[src/hw/rtl/dpb_pkg.sv]
`timescale 1ns / 1ps
// ---------------------------------------------------------------------------
// dpb_pkg
// Shared widths, types, register codes and arithmetic helpers for the depth
// pixel back-projection pipeline.
// ---------------------------------------------------------------------------
package dpb_pkg;

    // pixel coordinate width, sets the column and row ports
    localparam int COORD_BITS = 12;
    localparam int DEPTH_W    = 16;
    localparam int COLOR_W    = 8;
    localparam int FOCAL_W    = 24;
    localparam int CENTER_W   = 20;
    localparam int POINT_W    = 32;
    localparam int CFG_DATA_W = 24;
    localparam int CFG_IDX_W  = 2;

    // magnitude of (coord * 256 - center), product with depth, divider remainder
    localparam int POS_W  = COORD_BITS + 8;
    localparam int MAG_W  = (POS_W > CENTER_W) ? POS_W : CENTER_W;
    localparam int PROD_W = MAG_W + DEPTH_W;
    localparam int REM_W  = FOCAL_W;

    // one restoring step per quotient bit
    localparam int DIV_STEPS = PROD_W;

    // register reset values (459.5, about 332.7, 259.0 in Q.8)
    localparam logic [FOCAL_W-1:0]  FOCAL_RESET    = 24'd117632;
    localparam logic [CENTER_W-1:0] CENTER_X_RESET = 20'd85171;
    localparam logic [CENTER_W-1:0] CENTER_Y_RESET = 20'd66304;

    typedef logic [MAG_W-1:0]   t_mag;
    typedef logic [PROD_W-1:0]  t_prod;
    typedef logic [REM_W-1:0]   t_rem;
    typedef logic [FOCAL_W-1:0] t_focal;

    // configuration register index
    typedef enum logic [CFG_IDX_W-1:0] {
        CFG_FOCAL    = 2'd0,
        CFG_CENTER_X = 2'd1,
        CFG_CENTER_Y = 2'd2,
        CFG_GRAY     = 2'd3
    } t_cfg_idx;

    // per-pixel sideband that rides along with the arithmetic
    typedef struct packed {
        logic               neg_x;
        logic               neg_y;
        logic [DEPTH_W-1:0] depth;
        logic [COLOR_W-1:0] red;
        logic [COLOR_W-1:0] green;
        logic [COLOR_W-1:0] blue;
    } t_side;

    // partial remainder and dividend/quotient shift word of one divider lane
    typedef struct packed {
        t_rem  rem;
        t_prod dvd;
    } t_div;

    // one restoring division step: shift in a dividend bit, subtract if it fits
    function automatic t_div div_step(t_div s, t_focal d);
        logic [REM_W:0] trial;
        logic [REM_W:0] diff;
        logic           ge;
        t_div           r;
        trial = {s.rem, s.dvd[PROD_W-1]};
        diff  = trial - {1'b0, d};
        ge    = (trial >= {1'b0, d});
        r.rem = ge ? diff[REM_W-1:0] : trial[REM_W-1:0];
        r.dvd = {s.dvd[PROD_W-2:0], ge};
        return r;
    endfunction

    // apply the sign and clamp to the signed 32-bit range
    function automatic logic [POINT_W-1:0] saturate(t_prod q, logic neg);
        logic                ovf_pos;
        logic                ovf_neg;
        logic [POINT_W-1:0]  r;
        ovf_pos = |q[PROD_W-1:POINT_W-1];
        ovf_neg = (|q[PROD_W-1:POINT_W]) || (q[POINT_W-1] && (|q[POINT_W-2:0]));
        if (neg) begin
            r = ovf_neg ? {1'b1, {(POINT_W-1){1'b0}}} : (POINT_W'(0) - q[POINT_W-1:0]);
        end else begin
            r = ovf_pos ? {1'b0, {(POINT_W-1){1'b1}}} : q[POINT_W-1:0];
        end
        return r;
    endfunction

endpackage

[src/hw/rtl/dpb_front.sv]
`timescale 1ns / 1ps
// ---------------------------------------------------------------------------
// dpb_front
// Input register with centering and colour select, then the depth multiply.
// Two register stages; zero-depth pixels are dropped here.
// ---------------------------------------------------------------------------
module dpb_front (
    input  logic                              i_clk,
    input  logic                              i_rst_n,
    input  logic                              i_en,
    input  logic                              i_valid,
    input  logic [dpb_pkg::COORD_BITS-1:0]    i_col,
    input  logic [dpb_pkg::COORD_BITS-1:0]    i_row,
    input  logic [dpb_pkg::DEPTH_W-1:0]       i_depth,
    input  logic [dpb_pkg::COLOR_W-1:0]       i_byte0,
    input  logic [dpb_pkg::COLOR_W-1:0]       i_byte1,
    input  logic [dpb_pkg::COLOR_W-1:0]       i_byte2,
    input  logic [dpb_pkg::CENTER_W-1:0]      i_center_x,
    input  logic [dpb_pkg::CENTER_W-1:0]      i_center_y,
    input  logic                              i_gray,
    output logic                              o_valid,
    output dpb_pkg::t_prod                    o_prod_x,
    output dpb_pkg::t_prod                    o_prod_y,
    output dpb_pkg::t_side                    o_side
);

    logic           r_a_valid;
    dpb_pkg::t_mag  r_a_mag_x;
    dpb_pkg::t_mag  r_a_mag_y;
    dpb_pkg::t_side r_a_side;
    logic           r_b_valid;
    dpb_pkg::t_prod r_b_prod_x;
    dpb_pkg::t_prod r_b_prod_y;
    dpb_pkg::t_side r_b_side;

    dpb_pkg::t_mag  n_pos_x;
    dpb_pkg::t_mag  n_pos_y;
    dpb_pkg::t_mag  n_cx;
    dpb_pkg::t_mag  n_cy;
    dpb_pkg::t_mag  n_mag_x;
    dpb_pkg::t_mag  n_mag_y;
    dpb_pkg::t_side n_side;

    // centering: |coord * 256 - center| and its sign, colour byte routing
    always_comb begin
        n_pos_x      = dpb_pkg::t_mag'({i_col, 8'h00});
        n_pos_y      = dpb_pkg::t_mag'({i_row, 8'h00});
        n_cx         = dpb_pkg::t_mag'(i_center_x);
        n_cy         = dpb_pkg::t_mag'(i_center_y);
        n_side.neg_x = (n_pos_x < n_cx);
        n_side.neg_y = (n_pos_y < n_cy);
        n_mag_x      = n_side.neg_x ? (n_cx - n_pos_x) : (n_pos_x - n_cx);
        n_mag_y      = n_side.neg_y ? (n_cy - n_pos_y) : (n_pos_y - n_cy);
        n_side.depth = i_depth;
        n_side.blue  = i_byte0;
        n_side.green = i_gray ? i_byte0 : i_byte1;
        n_side.red   = i_gray ? i_byte0 : i_byte2;
    end

    // stage a and b valid: pixels without a depth sample become a bubble
    always_ff @(posedge i_clk) begin
        if (!i_rst_n) begin
            r_a_valid <= 1'b0;
            r_b_valid <= 1'b0;
        end else if (i_en) begin
            r_a_valid <= i_valid && (i_depth != '0);
            r_b_valid <= r_a_valid;
        end
    end

    // stage a payload
    always_ff @(posedge i_clk) begin
        if (i_en) begin
            r_a_mag_x <= n_mag_x;
            r_a_mag_y <= n_mag_y;
            r_a_side  <= n_side;
        end
    end

    // stage b: magnitude times depth, exact
    always_ff @(posedge i_clk) begin
        if (i_en) begin
            r_b_prod_x <= dpb_pkg::t_prod'(r_a_mag_x) * dpb_pkg::t_prod'(r_a_side.depth);
            r_b_prod_y <= dpb_pkg::t_prod'(r_a_mag_y) * dpb_pkg::t_prod'(r_a_side.depth);
            r_b_side   <= r_a_side;
        end
    end

    assign o_valid  = r_b_valid;
    assign o_prod_x = r_b_prod_x;
    assign o_prod_y = r_b_prod_y;
    assign o_side   = r_b_side;

endmodule

[config.mk]
export PLATFORM = sky130hd
export DESIGN_NAME = dpb_front
export DESIGN_NICKNAME = d
export VERILOG_FILES = /design/src/hw/rtl/dpb_pkg.sv /design/src/hw/rtl/dpb_front.sv
export SDC_FILE = /design/constraint.sdc
export NUM_CORES = 2
export LEC_CHECK = 0
export ABC_AREA = 0
export BUFFER_PORTS_ARGS = -buffer_cell sky130_fd_sc_hd__buf_2
export CAP_MARGIN = 20
export CELL_PAD_IN_SITES_DETAIL_PLACEMENT = 1
export CELL_PAD_IN_SITES_GLOBAL_PLACEMENT = 1
export CORE_MARGIN = 5
export CORE_UTILIZATION = 45
export DETAILED_ROUTE_END_ITERATION = 12
export HOLD_SLACK_MARGIN = 0.15
export PLACE_DENSITY = 0.77
export REMOVE_ABC_BUFFERS = 1
export SYNTH_ARGS = -nofsm -noshare
export SYNTH_HDL_FRONTEND = slang
export SYNTH_SLANG_ARGS = --single-unit
[constraint.sdc]
create_clock -name i_clk -period 5.75 [get_ports i_clk]
set_clock_uncertainty 0.1 [all_clocks]
set_input_delay 1.725 -clock i_clk [delete_from_list [all_inputs] [get_ports i_clk]]
set_output_delay 1.725 -clock i_clk [all_outputs]
set_load 0.005 [all_outputs]
==> results.py <==
metrics = {
    "floorplan": {
        "start_util_pct": 45.48,
        "die_h_um": 265.5,
        "design.portCount": 224,
        "die_area_sq_um": 70470,
        "rows": 93,
        "core_area_sq_um": 64580,
        "die_x_um": 265.5,
    },
    "routing": {
        "via_count": 24000,
        "wl_met2_um": 51130,
        "maxUsedRoutingLayer": "met5",
        "vias_per_cell": 5.486,
        "drc": 0,
        "detail_route.wl_per_cell_um": 22.83,
        "routed_wirelength_um": 99870,
        "drt_iter0_markers": 1719,
        "ant_nets": 0,
        "wl_met3_um": 6457,
        "firstDrtPassIters": 6,
        "wl_met1_um": 36860,
    },
    "outcome": {
        "run_status": "finished, violations left",
        "violations": "setup timing",
    },
    "yosys": {
        "synthCells": 3013,
        "yosysTopAreaCell": "fa_1",
        "synth_cell_type_count": 67,
        "ys_top_cells_by_area": "fa_1 (34%), edfxtp_1 (20%), ha_1 (11%), inv_1 (7.9%), and2_1 (6.1%)",
        "synth_top_cell_area_share_pct": 34.22,
        "yosysSeqAreaShare_pct": 20.18,
        "syn_area_per_cell_sq_um": 9.748,
        "synth_ff_type": "edfxtp_1",
        "synth.cell_area_sq_um": 29370,
        "async_flop_share_pct": 0,
        "ys_ff_latch": 198,
        "yosysWarnings": 0,
        "synth_edf_count": 196,
    },
    "timing": {
        "fmax_mhz": 152.1,
        "setup_viol": 44,
        "finalCriticalPeriod_ps": 6574,
        "rsz0062_at_grt": "true",
        "slew_violations": 0,
        "max-slew-margin-rel_pct": 38.58,
        "min_period_over_period_pct": 114.3,
        "worstMarginPinSlew_ps": 921.4,
        "fin_ws_ps": -824.1,
        "final_hold_viol_count": 0,
    },
    "global_routing": {
        "grt_pass1_vias": 27370,
        "overflow": 0,
        "grt.total_usage_pct": 26.32,
        "grt_start_max_net_pins": 89,
        "antenna_found_initial": 6,
        "grt_pass1_wl_um": 146400,
    },
    "placement": {
        "gp_congestion": 0.9067,
        "hpwl_um": 70240,
        "post_dp_cell_area_sq_um": 33390,
        "dp_cells": 4247,
        "portBuffers": 223,
        "pre_cts_ws_ps": -914.7,
    },
    "finish": {
        "final_util_pct": 56.31,
        "nFillCells": 7104,
        "mostFrequentLayoutCell": "inv_1",
        "nets": 4380,
        "stdcell_area_sq_um": 36360,
        "drive_gt1_share_pct": 24.13,
        "syn2layout_area_growth_pct": 23.81,
        "layout_common_cells": "inv_1 (588), fa_1 (477), nand2_1 (411)",
        "final_cells": 4375,
    },
    "critical_path": {
        "critPathKind": "flop to flop",
        "worst_ep_required_time_ps": 5930,
        "cp.arrival_ps": 6750,
        "startpoint_type": "flop",
        "critPathCaptureType": "flop",
        "cp_max_fo": 3,
    },
    "run": {
        "max_cap_violations": 0,
    },
    "clocking": {
        "cts_htree_levels": 4,
        "cts_buffers": 17,
        "cts_sinks": 198,
        "clk_latency_ps": 530,
        "root_buffer": "clkbuf_16",
        "path_clk_slew_ps": 100,
        "cts_hold_buffers": 0,
        "clockBufferDepth": 2,
        "cts_tree": "built",
    },
    "worst_hold_path": {
        "min_path_type": "flop to flop",
    },
}
==> final cells by class <==
| cell class | instances | area [sq um] | area share, % |
|---|---|---|---|
| clock buffers | 17 | 425.4 | 1.170 |
| clock inverters | 14 | 181.4 | 0.4989 |
| well taps | 855 | 1070 | 2.942 |
| repair buffers | 615 | 4725 | 12.99 |
| diodes | 1 | 2.502 | 0.006882 |
| flip-flops and latches | 198 | 5926 | 16.30 |
| multi-input cells | 2059 | 21720 | 59.73 |
| inverters | 616 | 2312 | 6.359 |
==> registers in the layout, indices dropped and copies added (netlist names) <==
name and cells:
o_prod_y 36, r_a_valid 1, r_a_side 42, o_valid 1, r_a_mag_x 20, o_prod_x 36, o_side 42, r_a_mag_y 20
==> cells by family after synthesis <==
logic type      Yosys count  synth area share [%]
flops                   198                 20.18
simple gates            861                 14.30
fa+ha+maj               764                 45.38
compound gates          330                 7.315
xor+xnor                 98                 2.922
mux                       6                0.2045
buf+inv                 756                 9.705
==> worst max-delay path, stage by stage (launching register included) <==
cell and delay (ps):
edfxtp_1 400, buf_6 150, buf_4 140, and2_4 140, fa_1 540, inv_1 60
fa_1 510, inv_1 80, fa_1 600, fa_1 480, fa_1 540, inv_1 70
fa_1 550, inv_2 60, ha_4 170, a21oi_2 170, o21ai_2 90, a311o_1 430
a2111oi_4 360, buf_4 190, o41ai_2 60, a311oi_1 330, xnor2_1 100
==> path summary, 6_finish.rpt <==
path                     start      endpoint  slack [ps]  cells after the start
setup / recovery  r_a_side[34]  o_prod_y[35]        -820                     22
hold / removal    r_a_side[12]    o_side[12]         320                      0
setup reg to reg  r_a_side[34]  o_prod_y[35]        -820                     22
hold reg to reg   r_a_side[12]    o_side[12]         320                      0
==> timing repair <==
item | CTS | global route
buffers inserted | 54 | 40
pin swaps | 99 | 75
resized for setup | 198 | 147
setup endpoints to repair | 43 | 45
cloned | 6 | 2
hold endpoints to repair | 0 | 0
==> stage by stage <==
stage          hold WS (ps)  TNS [ps]
2_1_floorplan         300.3    -11750
3_3_place_gp          301.3    -16290
3_5_place_dp          305.1    -23240
4_1_cts               322.9    -12650
5_1_grt               333.5    -29530
6_report              321.3    -23000
==> routing by layer <==
layer / global-route usage [%] / up-vias
met1: 31.39 / 12360
met2: 46.96 / 971
met3: 4.902 / 323
met4: 10.78 / 10
li1: - / 10340
met5: 0 / -
==> cell usage after synthesis (all sizes together), types with 4 or more instances <==
cell / count
a2111oi: 4
a211oi: 9
a21boi: 4
a21o: 47
a21oi: 89
a311oi: 5
a31oi: 18
a41oi: 4
and2: 288
and3: 8
buf: 5
clkbuf: 135
edfxtp: 196
fa: 502
ha: 262
inv: 616
mux2i: 6
nand2: 422
nand2b: 11
nand3: 17
nand4: 7
nor2: 53
nor2b: 11
nor3: 16
nor3b: 4
nor4: 6
o211ai: 10
o21a: 14
o21ai: 77
o21bai: 6
o31ai: 8
o41ai: 5
or3: 6
xnor2: 60
xor2: 38
Power is left out: the tool's default activity adds up to more than one toggle a clock period on the data nets, which glitch-free logic cannot reach.
